<file path="src/rtl/pepid_mul.sv">
// Shared registered signed multiplier, 34 x 18 bits.
module pepid_mul (
    input  logic               clk,
    input  logic signed [33:0] a,
    input  logic signed [17:0] b,
    output logic signed [51:0] p
);
    logic signed [51:0] p_reg;
    assign p = p_reg;

    always_ff @(posedge clk)
    begin
        p_reg <= a * b;
    end
endmodule

</file>
<file path="config.mk">
export PLATFORM = sky130hd
export DESIGN_NAME = pepid_mul
export DESIGN_NICKNAME = d
export VERILOG_FILES = /design/src/rtl/pepid_mul.sv
export SDC_FILE = /design/constraint.sdc
export NUM_CORES = 2
export LEC_CHECK = 0
export BUFFER_PORTS_ARGS = -buffer_cell sky130_fd_sc_hd__buf_2
export CORE_UTILIZATION = 63
export DETAILED_ROUTE_END_ITERATION = 12
export PLACE_DENSITY = 0.86
export SLEW_MARGIN = 15
export SYNTH_ARGS = -nofsm -noshare
export SYNTH_HDL_FRONTEND = slang
export SYNTH_SLANG_ARGS = --single-unit
</file>
<file path="constraint.sdc">
create_clock -name clk -period 7.3 [get_ports clk]
set_input_delay 0.365 -clock clk [delete_from_list [all_inputs] [get_ports clk]]
set_output_delay 0.365 -clock clk [all_outputs]
set_load 0.02 [all_outputs]
</file>
Word-level counts from Yosys, hierarchy flattened:

Cells that the tools add are included.

* multipliers: 1

Operators with widths (count)
* multiplier 34 x 18 -> 52 bit: 1

* register bits: 52

Logic depth before layout (Yosys ltp):

* depth in word-level cells: 1
* gate-level depth with buffers: 26

Worst setup path before layout:

Ideal clock, no wire load.

* path kind: input to register
* from: in a[24]
* to: reg p_reg[50] (netlist: p[50])
* buffers on the path: 2
* data arrival time: 6.078 ns
* data required time: 7.228 ns
* slack: 1.149 ns
* stages on the path: 23
* cell sequence: clkbuf_1 clkbuf_1 nand2_1 fa_1 fa_1 fa_1 inv_1 fa_1 fa_1 inv_1 fa_1 inv_1 ha_1 a21o_1 a21o_1 a21o_1 a221oi_2 o21ai_1 a211oi_1 o21ai_1 a211o_1 a21oi_1 xnor2_1

* longest elaborated chain between the ends: 1

Ends and longest elaborated chain
* start, declared: line 4 `input logic signed [33:0] a,`
* multiplier 34 x 18 -> 52 bit: line 13 `p_reg <= a * b;`
* end signal, assigned: line 13
* end, declared: line 8 `logic signed [51:0] p_reg;`

Every way passes these cells.

Worst setup path in the final report:

* from: in b[6]
* to: reg p_reg[50] (netlist: p[50])

* longest elaborated chain between the ends: 1

Ends and longest elaborated chain
* start, declared: line 5 `input logic signed [17:0] b,`
* multiplier 34 x 18 -> 52 bit: line 13

Every way passes these cells.

==> run metrics <==
top post-synthesis cells by count=inv_1 (661), fa_1 (585), nand2_1 (360); multi-input logic area=18140 sq um; Post-DP HPWL=46330 microns; Post-CTS Setup Bufs=0; grt total ovfl=0; Seq. cell area=1041 sq um; Post-synth EDFFs=0; DR iter-0 viols=1340; final setup violating endpoints=0; fin util=67.21%; htree depth=2; Tmin final=6.870 ns; Worst Setup Path Type=primary input to flip-flop; post-CTS sizing=0; Worst Setup Start Kind=primary input; GPL Wtd Cong=0.9864; largest area contributor in the netlist=fa_1; row count=68; Yosys warnings=0; outcome=complete, no violations; worst hold path type=primary input to flip-flop; crit share post-route=94.10%; placed insts=2907; die area=35810 sq um; top-count cell post-synth=inv_1; sequential cell area fraction in the yosys report=4.713%; Buffers on Ports=104; remaining antenna violation count after routing=0; clk root buf=clkbuf_16; CTS Hold Bufs=0; syn nets=3193; vias in the first global route=18660; Async SR Flop Fraction=0%; Tot GR Track Use=34.46%; routed vias=16460; CTS tree=yes; count of mapped cells out of synthesis=2430; syn_area_per_cell=9.089 sq um; # DRC=0; ys flop type=dfxtp_1; Final Max Tran Viols=0; ratio of cells with drive above 1 in the final layout=6.588%; Non-Filler Instances=2919; Top-Level Pins=105; setup tns final=0 ns; Fmax achieved=145.6 MHz; post-synthesis cell type count=55; first-pass GRT wire length=95090 microns; Die Width=189.2 microns; Critical Path AT=7.08 ns; Netlist Area Pre-Place=22090 sq um; Area contributors post-synth=fa_1 (53%), inv_1 (11%), ha_1 (7.1%), and2_1 (6.8%), nand2_1 (6.1%); Via-to-Cell Ratio=5.639; Starting Density=63.94%; CTS sink count=52; clk buf depth=2; max FFs per register=52; DIE HEIGHT=189.2 microns; Worst Max-Slew Pin Slew=0.9163 ns; largest net degree at the start of global routing=35; top-area cell type share of the netlist area=53.03%; Critical Path RT=7.51 ns; RSZ-0062 raised after global routing=no; final wirelength=56920 microns; WL/cell=19.50 microns; FF+latch count, synth=52; Slew headroom=38.39%; Final Hold Viols=0; CP Capture Type=flip-flop; Max-Cap Viols=0; drt pass-1 iters=8; Fillers=2585; number of CTS-inserted buffers=5; crit-path max FO=34; area of the core=34540 sq um; nets@finish=3222; antenna violations before repair=3; clock slew at reported path FFs=0.08 ns; synth-to-layout area growth=5.115%
stage by stage:
step | setup WS (ns) | instance area, sq um | hold slack (ns)
2_1_floorplan | 1.149 | 22090 | 0.4867
3_3_place_gp | 0.1436 | 23020 | 0.7798
3_5_place_dp | 0.2010 | 23020 | 0.7802
4_1_cts | 0.4826 | 23200 | 0.5282
5_1_grt | 0.1798 | 23210 | 0.5387
6_report | 0.4304 | 23220 | 0.5253
logic make-up after synthesis:
logic type / Yosys count / synth area share [%]
and+or+nand+nor: 696 / 15.20
DFF: 52 / 4.713
adders and majority gates: 710 / 60.11
buffers and inverters: 772 / 13.16
xor gates and xnor gates: 55 / 2.181
AOI/OAI and AO/OA: 145 / 4.640
critical path, stage by stage:
cell and delay [ns]:
buf_2 0.57, nand2_1 0.31, fa_1 0.66, inv_1 0.07, fa_1 0.81, fa_1 0.53
fa_1 0.60, fa_1 0.44, fa_1 0.47, ha_1 0.46, and3_2 0.28, nand2_1 0.09
nor4_1 0.44, nand3_1 0.14, o21ai_1 0.42, a211o_1 0.20, a21oi_1 0.07, xnor2_1 0.13
layer usage:
layer	part of all wire [%]	GRT usage, %
met1	35	42.21
met2	49	58.05
met3	11	9.027
met4	4.5	14.21
met5	0	0
final cells by class:
| type | instances | area share (%) |
|---|---|---|
| well taps | 455 | 2.452 |
| clock inverters | 2 | 0.2587 |
| flip-flops and latches | 52 | 4.484 |
| inverters | 661 | 10.69 |
| clock buffers | 5 | 0.5389 |
| multi-input cells | 1606 | 78.13 |
| diodes | 5 | 0.05389 |
| repair buffers | 133 | 3.395 |
layout by cell type (no fill, tap or decap), types with 15 or more instances in the layout:
cell type  Yosys  layout
fa_1         585     585
nand2_1      360     360
ha_1         125     125
buf_2          0     104
xnor2_1       40      40
nor2_1        40      40
and2_1       240     240
inv_1        661     661
a21oi_1       37      37
o21ai_0       21      21
a21o_1        31      31
buf_4          0      25
dfxtp_1       52      52
xor2_1        15      15
path summary, 6_finish.rpt:
| check | from | endpoint | cells after the start |
|---|---|---|---|
| max | b[6] | p[50] | 18 |
| min | a[0] | p[0] | 2 |
Power is not shown: default switching activity piles up to over one toggle a cycle in this logic, so the estimate is an artifact.
