**src/rtl/pepid_pkg.sv**
```systemverilog
// Shared constants, types and tables for the polar-error PID controller.
package pepid_pkg;

    localparam int CORDIC_STEPS_DEF = 16;
    localparam int TABLE_LEN        = 24;
    localparam int NUM_REGS         = 8;
    localparam int IDX_W            = 3;

    localparam logic [15:0] KP_DIST_RST   = 16'd256;
    localparam logic [15:0] KP_ANG_RST    = 16'd256;
    localparam logic [15:0] STEP_TIME_RST = 16'd6554;
    localparam logic [15:0] STEP_RATE_RST = 16'd2560;

    localparam logic signed [27:0] ANG_HALF_PI = 28'sd26353589;
    localparam logic signed [27:0] HEAD_MAX    = 28'sd25736;

    // Register indexes
    localparam logic [IDX_W-1:0] REG_KP_DIST   = 3'd0;
    localparam logic [IDX_W-1:0] REG_KI_DIST   = 3'd1;
    localparam logic [IDX_W-1:0] REG_KD_DIST   = 3'd2;
    localparam logic [IDX_W-1:0] REG_KP_ANG    = 3'd3;
    localparam logic [IDX_W-1:0] REG_KI_ANG    = 3'd4;
    localparam logic [IDX_W-1:0] REG_KD_ANG    = 3'd5;
    localparam logic [IDX_W-1:0] REG_STEP_TIME = 3'd6;
    localparam logic [IDX_W-1:0] REG_STEP_RATE = 3'd7;

    typedef struct packed {
        logic [15:0] kp_dist;
        logic [15:0] ki_dist;
        logic [15:0] kd_dist;
        logic [15:0] kp_ang;
        logic [15:0] ki_ang;
        logic [15:0] kd_ang;
        logic [15:0] step_time;
        logic [15:0] step_rate;
    } gains_t;

    // atan(2^-i), 24 fraction bits
    function automatic logic signed [27:0] atan_lut(input logic [4:0] i);
        logic signed [27:0] r;
        begin
            case (i)
                5'd0:    r = 28'sd13176795;
                5'd1:    r = 28'sd7778716;
                5'd2:    r = 28'sd4110060;
                5'd3:    r = 28'sd2086331;
                5'd4:    r = 28'sd1047214;
                5'd5:    r = 28'sd524117;
                5'd6:    r = 28'sd262123;
                5'd7:    r = 28'sd131069;
                5'd8:    r = 28'sd65536;
                5'd9:    r = 28'sd32768;
                5'd10:   r = 28'sd16384;
                5'd11:   r = 28'sd8192;
                5'd12:   r = 28'sd4096;
                5'd13:   r = 28'sd2048;
                5'd14:   r = 28'sd1024;
                5'd15:   r = 28'sd512;
                5'd16:   r = 28'sd256;
                5'd17:   r = 28'sd128;
                5'd18:   r = 28'sd64;
                5'd19:   r = 28'sd32;
                5'd20:   r = 28'sd16;
                5'd21:   r = 28'sd8;
                5'd22:   r = 28'sd4;
                5'd23:   r = 28'sd2;
                default: r = 28'sd0;
            endcase
            return r;
        end
    endfunction

endpackage

```
**src/rtl/pepid_if.sv**
```systemverilog


interface pepid_cfg_if (input logic clk);
    logic                         valid;
    logic                         ready;
    logic [pepid_pkg::IDX_W-1:0]  index;
    logic [15:0]                  data;
    modport source (output valid, index, data, input ready);
    modport sink   (input valid, index, data, output ready);
endinterface

```
**src/rtl/pepid_regs.sv**
```systemverilog
// Configuration register file for gains, period and rate.
module pepid_regs (
    input  logic                  clk,
    input  logic                  rst_n,
    pepid_cfg_if.sink             cfg,
    output pepid_pkg::gains_t     gains
);
    pepid_pkg::gains_t gains_reg;

    assign cfg.ready = 1'b1;
    assign gains     = gains_reg;

    always_ff @(posedge clk or negedge rst_n)
    begin
        if (!rst_n)
        begin
            gains_reg <= '{kp_dist:   pepid_pkg::KP_DIST_RST,
                           ki_dist:   16'd0,
                           kd_dist:   16'd0,
                           kp_ang:    pepid_pkg::KP_ANG_RST,
                           ki_ang:    16'd0,
                           kd_ang:    16'd0,
                           step_time: pepid_pkg::STEP_TIME_RST,
                           step_rate: pepid_pkg::STEP_RATE_RST};
        end
        else if (cfg.valid)
        begin
            case (cfg.index)
                pepid_pkg::REG_KP_DIST:   gains_reg.kp_dist   <= cfg.data;
                pepid_pkg::REG_KI_DIST:   gains_reg.ki_dist   <= cfg.data;
                pepid_pkg::REG_KD_DIST:   gains_reg.kd_dist   <= cfg.data;
                pepid_pkg::REG_KP_ANG:    gains_reg.kp_ang    <= cfg.data;
                pepid_pkg::REG_KI_ANG:    gains_reg.ki_ang    <= cfg.data;
                pepid_pkg::REG_KD_ANG:    gains_reg.kd_ang    <= cfg.data;
                pepid_pkg::REG_STEP_TIME: gains_reg.step_time <= cfg.data;
                pepid_pkg::REG_STEP_RATE: gains_reg.step_rate <= cfg.data;
                default: ;
            endcase
        end
    end
endmodule

```
**src/flat_wrapper.sv**
```systemverilog
// flat-port wrapper written by rule: the top's interface ports become plain ports
module pepid_regs_flat 
  (clk, rst_n, gains, cfg_valid, cfg_index, cfg_data, cfg_ready);
  pepid_cfg_if cfg_i (.clk(clk));
  input  logic clk;
  input  logic rst_n;
  output pepid_pkg::gains_t gains;
  input wire logic [$bits(cfg_i.valid)-1:0] cfg_valid;
  input wire logic [$bits(cfg_i.index)-1:0] cfg_index;
  input wire logic [$bits(cfg_i.data)-1:0] cfg_data;
  output wire logic [$bits(cfg_i.ready)-1:0] cfg_ready;
  assign cfg_i.valid = cfg_valid;
  assign cfg_i.index = cfg_index;
  assign cfg_i.data = cfg_data;
  assign cfg_ready = cfg_i.ready;
  pepid_regs u_core (.clk(clk), .rst_n(rst_n), .cfg(cfg_i), .gains(gains));
endmodule
```
**config.mk**
```make
export PLATFORM = sky130hd
export DESIGN_NAME = pepid_regs_flat
export DESIGN_NICKNAME = d
export VERILOG_FILES = /design/src/rtl/pepid_pkg.sv /design/src/rtl/pepid_if.sv /design/src/rtl/pepid_regs.sv /design/src/flat_wrapper.sv
export SDC_FILE = /design/constraint.sdc
export NUM_CORES = 1
export LEC_CHECK = 0
export ABC_AREA = 1
export BUFFER_PORTS_ARGS = -buffer_cell sky130_fd_sc_hd__buf_2
export CAP_MARGIN = 20
export CORE_ASPECT_RATIO = 0.6
export CORE_MARGIN = 2
export CORE_UTILIZATION = 46
export CTS_CLUSTER_SIZE = 28
export DETAILED_ROUTE_END_ITERATION = 12
export PLACE_DENSITY = 0.72
export SKIP_CTS_REPAIR_TIMING = 1
export SLEW_MARGIN = 20
export SYNTH_ARGS = -nofsm -noshare
export SYNTH_HDL_FRONTEND = slang
export SYNTH_SLANG_ARGS = --single-unit
```
**constraint.sdc**
```tcl
create_clock -name clk -period 1.6 [get_ports clk]
set_input_delay 0.08 -clock clk [delete_from_list [all_inputs] [get_ports clk]]
set_output_delay 0.08 -clock clk [all_outputs]
set_load 0.1 [all_outputs]
```
* Word-level counts from Yosys, hierarchy flattened
Cells that the tools add are included.
** Operators by class
- Equality and inequality tests :: 7
- Reductions and logical operators :: 9
** Operators with widths (count)
- $reduce_and 2->1 :: 8
- $eq 3x3->1 const B :: 4
- $eq 3x2->1 const B :: 2
- $eq 3x1->1 const B :: 1
- $logic_not 3->1 :: 1
** Word-level totals
- Input port bits :: 22
- Register bits after elaboration :: 128
- Word-level logic and storage cells :: 24

* Longest topological paths before layout
Gate-level depths: netlist of the first run.
- Depth after elaboration :: 2
- Depth in mapped cells :: 7
- Depth with buffers taken out :: 5

* Worst setup path before layout of the first run
Ideal clock, no wire load.
- Kind :: register -> register
- Start :: register u_core.gains[16] (netlist name)
- End :: register u_core.gains_reg, in the netlist u_core.gains[16]
- Buffers on the path :: 0
- Path slack :: 0.444 ns
- Data arrival time :: 1.088 ns
- Cell stages (with the launch flop) :: 3
- Cells stage by stage :: dfrtp_1 nand2_1 nand2_1
** RTL lines
- end signal: assignment :: RTL line pepid_regs.sv:17 : gains_reg <= '{kp_dist: pepid_pkg::KP_DIST_RST,
- end: declaration :: RTL line pepid_regs.sv:8 : pepid_pkg::gains_t gains_reg;

* Worst setup path in the final report of the first run
- Start :: register u_core.gains_reg, in the netlist u_core.gains[9]
- End :: output gains[9] (netlist bit)
** RTL lines
- end: declaration :: RTL line flat_wrapper.sv:7 : output pepid_pkg::gains_t gains;
No word-level cell between the ends.

==> flow_summary.toml, run 1 <==
[outcome]
status = "complete, but fails checks"
violations = "negative hold slack"

[sta]
fin_tns_setup_ns = 0
finalHoldViolCount = 2
tightest_slew_ns = 0.516
fin_hold_ws_ns = -0.0179
fin_crit_ns = 1.46
skew_ns = 0
fmax_mhz = 683
rsz0062_at_grt = "false"
final-setup-viol-count = 0
post-route-period-util = 0.915
slew_viol_final = 0
relSlewSlack = 0.655

[synthesis]
yosys.cell_types.count = 14
synthesis.nets = 603
yosys_warnings = 0
synth_area_um2 = 5100
avgSynthCellArea_um2 = 8.77
syn_inst = 581
yosysSeqAreaShare = 0.631
ys_ff_latch = 128

[placed_design]
io_buffers = 149
dpl.hpwl_um = 10500
place_congestion = 0.814
dp.cells = 843

[global_routing]
grt_use_total = 0.267
grt_pass1_wl_um = 23900
antenna_found_initial = 0
grt_max_degree = 46
grt_pass1_vias = 4278
overflow = 0

[worst_setup_path]
r2r_start = "u_core.gains[72]$_DFFE_PN1P_"
cp_max_fo = 2
cp_cell_sequence = "buf_2"
crit_required_ns = 1.52
cp-end-kind = "output pin"
cp_num_buf_inv = 1
cp-start-kind = "register"
r2r_end = "u_core.gains[72]$_DFFE_PN1P_"
rr_worst_depth = 2
cpMaxStageDelayCell = "dfstp_2"
slowest_delay_ns = 0.55
cp.arrival_ns = 1.38
path_class = "register to output pin"
crit_family = "flip-flops"
reg2reg_slack_ns = 0.86

[clocking]
clkTransAtPathRegs_ns = 0.06
cts_buffers = 17
tritoncts = "done"
clockBufferDepth = 2
clock_latency_ns = 0.41
clkSinkCount = 128
htree_levels = 4
root_buffer = "clkbuf_16"

[cells_and_area]
final_common_cell = "nand2_1"
finalNonFillerCells = 880
largest_register_ffs = 128
final_cell_mix = "nand2_1 (326), buf_2 (148), dfrtp_1 (117)"
final_util = 0.624
final_nets = 750
diodes = 0
layout-drive-gt1-share = 0.301
area_growth_pct = 30.5

[worst_hold_path]
hold_end = "u_core.gains[20]$_DFFE_PN1P_"
hp-class = "input port to register"
min_path_cells = 3
hp-start = "cfg_data[4]"

[drt]
first_pass_iters = 5
ant_nets = 0
drcViolationCount = 0
vias = 4493
drt_iter0_drc = 284
vias_per_cell = 5.11
wl_um = 15300
wl_per_cell_um = 17.4

[floorplanning]
initial_utilization = 0.478
ios = 151
rows = 29
coreArea_um2 = 10700
die_area_um2 = 12000
dieHeight_um = 85.5
dieWidth_um = 140

[power]
leakagePower_nw = 3.81
power.total_mw = 14.6
ir_drop_mv = 1.43
power_density_nw_per_um2 = 2200

[run]
drv.max_cap_violation_count = 0
-- cell usage after synthesis (all sizes together) --
| master | number | area, um^2 |
|---|---|---|
| nand2 | 333 | 1270 |
| dfrtp | 117 | 2930 |
| nand3 | 64 | 320 |
| clkbuf | 21 | 96.4 |
| buf | 20 | 105 |
| dfstp | 11 | 289 |
| nor2 | 8 | 65.1 |
| inv | 6 | 22.5 |
| conb | 1 | 3.75 |
-- through the flow --
step,worst slack [ns],instance area (um^2)
global placement,0.344,5960
floorplan,0.444,5100
global route,0.110,6650
CTS,0.126,6600
finish,0.136,6650
detailed placement,0.265,5960
-- report_power, final --
group / total (mW) / switching [mW] / internal [mW]
clock: 4.21 / 1.38 / 2.83
combinational: 6.13 / 5.41 / 0.714
sequential: 4.29 / 0.398 / 3.89
-- how the worst max path moves through the flow --
stage,startpoint,to,slack (ns),cells after the start
after floorplan,u_core.gains[16]$_DFFE_PN0P_,u_core.gains[16]$_DFFE_PN0P_,0.44,2
after global placement,cfg_index[1],u_core.gains[126]$_DFFE_PN0P_,0.34,5
after detailed placement,cfg_index[1],u_core.gains[122]$_DFFE_PN0P_,0.26,5
after CTS,u_core.gains[9]$_DFFE_PN1P_,gains[9],0.13,1
after global routing,u_core.gains[11]$_DFFE_PN1P_,gains[11],0.11,1
final,u_core.gains[9]$_DFFE_PN1P_,gains[9],0.14,1
-- logic make-up (layout without fill, tap and decap cells) --
| kind of cell | after synthesis | after routing | synth area share |
|---|---|---|---|
| buf+inv | 47 | 207 | 0.0439 |
| flops | 128 | 128 | 0.631 |
| simple gates | 405 | 405 | 0.324 |
| other cells | 1 | 1 | 0.000736 |
-- routing by layer --
metal  vias to the layer above  GRT usage  wire length [um]
met2                       226      0.384              6760
met4                         0     0.0682               113
met1                      2177      0.390              6730
met5                         -          0                 0
met3                        10     0.0944              1710
li1                       2080          -                 -
-- layout make-up --
class / instances / area [um^2]
repair buffers: 169 / 936
inverters: 6 / 22.5
clock buffers: 21 / 460
clock inverters: 11 / 185
well taps: 139 / 174
fillers: 914 / 4020
multi-input cells: 406 / 1660
flip-flops and latches: 128 / 3220
No activity file was read; power rests on OpenSTA's default activity.
==> inputs of run 2 (changes only) <==
--- a/config.mk
+++ b/config.mk
@@ -6,14 +6,14 @@
 export NUM_CORES = 1
 export LEC_CHECK = 0
 export ABC_AREA = 1
-export BUFFER_PORTS_ARGS = -buffer_cell sky130_fd_sc_hd__buf_2
 export CAP_MARGIN = 20
 export CORE_ASPECT_RATIO = 0.6
 export CORE_MARGIN = 2
 export CORE_UTILIZATION = 46
+export CTS_BUF_LIST = sky130_fd_sc_hd__clkbuf_8
 export CTS_CLUSTER_SIZE = 28
 export DETAILED_ROUTE_END_ITERATION = 12
-export PLACE_DENSITY = 0.72
+export DONT_BUFFER_PORTS = 1
 export SKIP_CTS_REPAIR_TIMING = 1
 export SLEW_MARGIN = 20
 export SYNTH_ARGS = -nofsm -noshare
==> run 2 against run 1 <==
Against the previous run: the flow still finishes with violations (negative hold slack); largest cell class unchanged; highest routed layer unchanged; critical endpoint is now u_core.gains[126]$_DFFE_PN0P_; fmax up 3.8%; clock-buffer cell count fell by 2; final cell count shrank 1.5%; critical path depth rose by 4.
==> flow_summary.toml, run 2 (synthesis gave the netlist of run 1 again) <==
[worst_setup_path]
path_class = "input port to register"
cp.arrival_ns = 1.72
cp_max_fo = 16
cp-start-kind = "input port"
crit_required_ns = 1.91
cp-end-kind = "register"
rr_worst_depth = 2
r2r_end = "u_core.gains[20]$_DFFE_PN1P_"
r2r_start = "u_core.gains[20]$_DFFE_PN1P_"
reg2reg_slack_ns = 0.85

[sta]
post-route-period-util = 0.882
tightest_slew_ns = 0.644
skew_ns = 0
fin_tns_setup_ns = 0
fin_crit_ns = 1.41
slew_viol_final = 0
fin_ws_ns = 0.189
relSlewSlack = 0.570
rsz0062_at_grt = "false"
final-setup-viol-count = 0
fin_hold_ws_ns = -0.658
fmax_mhz = 709
finalHoldViolCount = 128

[global_routing]
grt_pass1_wl_um = 23100
grt_use_total = 0.253
grt_pass1_vias = 4201
grt_max_degree = 129
overflow = 0
antenna_found_initial = 0

[drt]
wl_met1_um = 7040
wl_um = 15000
wl_met3_um = 1290
first_pass_iters = 5
drt_iter0_drc = 415
highest_layer = "met4"
vias_per_cell = 5.13
ant_nets = 0
wl_per_cell_um = 17.3
wl_met2_um = 6460
drcViolationCount = 0
vias = 4447

[worst_hold_path]
hp-class = "input port to asynchronous set/reset pin"

[clocking]
cts_buffers = 17
root_buffer = "clkbuf_8"
clkTransAtPathRegs_ns = 0.08
clockBufferDepth = 2
clkSinkCount = 128
tritoncts = "done"
htree_levels = 4
clock_latency_ns = 0.42

[cells_and_area]
final_common_cell = "nand2_1"
final_nets = 736
design_area_um2 = 6720
final_cell_mix = "nand2_1 (326), buf_4 (135), dfrtp_1 (117)"
layout-drive-gt1-share = 0.271
area_growth_pct = 31.8
largest_register_ffs = 128

[placed_design]
place_area_um2 = 6100
io_buffers = 0
post-place-ws_ns = 0.407
dpl.hpwl_um = 9920
place_congestion = 0.836

[power]
clockPowerShare = 0.215
share_comb_of_total_power = 0.470
leakagePower_nw = 3.70
ir_drop_mv = 1.32
seq_power_share = 0.315
intPower_mw = 6.57
power_density_nw_per_um2 = 2030
switchingPower_mw = 7.05
switching_share = 0.518

[floorplanning]
coreArea_um2 = 10700
ios = 151
initial_utilization = 0.478
die_area_um2 = 12000
dieHeight_um = 85.5
rows = 29
dieWidth_um = 140

[outcome]
violations = "negative hold slack"
status = "complete, but fails checks"

[run]
drv.max_cap_violation_count = 0
[run 2: layout make-up]
cell class | count | area [um^2]
antenna | 1 | 2.50
clock buffer | 19 | 262
clock inverter | 13 | 161
fill | 903 | 3950
inverter | 6 | 22.5
multi-input combinational | 406 | 1660
sequential | 128 | 3220
tap | 139 | 174
timing repair buffer | 155 | 1220
[run 2: how the worst max path moves through the flow]
stage	startpoint	end	cells past startpoint
3_5_place_dp	cfg_index[2]	u_core.gains[57]$_DFFE_PN0P_	5
5_1_grt	cfg_index[1]	u_core.gains[118]$_DFFE_PN0P_	5
4_1_cts	u_core.gains[20]$_DFFE_PN1P_	gains[20]	1
2_1_floorplan	u_core.gains[16]$_DFFE_PN0P_	u_core.gains[16]$_DFFE_PN0P_	2
6_report	cfg_index[1]	u_core.gains[126]$_DFFE_PN0P_	5
3_3_place_gp	cfg_index[2]	u_core.gains[31]$_DFFE_PN0P_	5
[run 2: power groups by stage]
stage | Sequential (mW) | Clock (mW) | Combinational [mW]
floorplan | 8.73 | 0 | 0.626
global placement | 4.32 | 0 | 6.25
detailed placement | 4.33 | 0 | 6.31
CTS | 4.28 | 2.97 | 6.31
global route | 4.35 | 3.15 | 6.59
finish | 4.29 | 2.93 | 6.40
[run 2: stage by stage]
step / utilization / std cells / power, mW
floorplan: - / 581 / 9.36
global placement: 0.572 / 815 / 10.6
detailed placement: 0.572 / 815 / 10.6
CTS: 0.612 / 847 / 13.6
global route: 0.630 / 866 / 14.1
finish: 0.630 / 867 / 13.6
[run 2: worst max-delay path, cell delays in order]
cell           delay, ns
dlygate4sd3_1       0.60
nor2_2              0.36
nand2_1             0.43
nand2_1             0.18
nand2_1             0.06
[run 2: layer usage]
metal  vias to the layer above  track usage
met3                        16       0.0966
met1                      2171        0.370
met4                         0       0.0636
met2                       207        0.360
li1                       2053            -
met5                         -            0
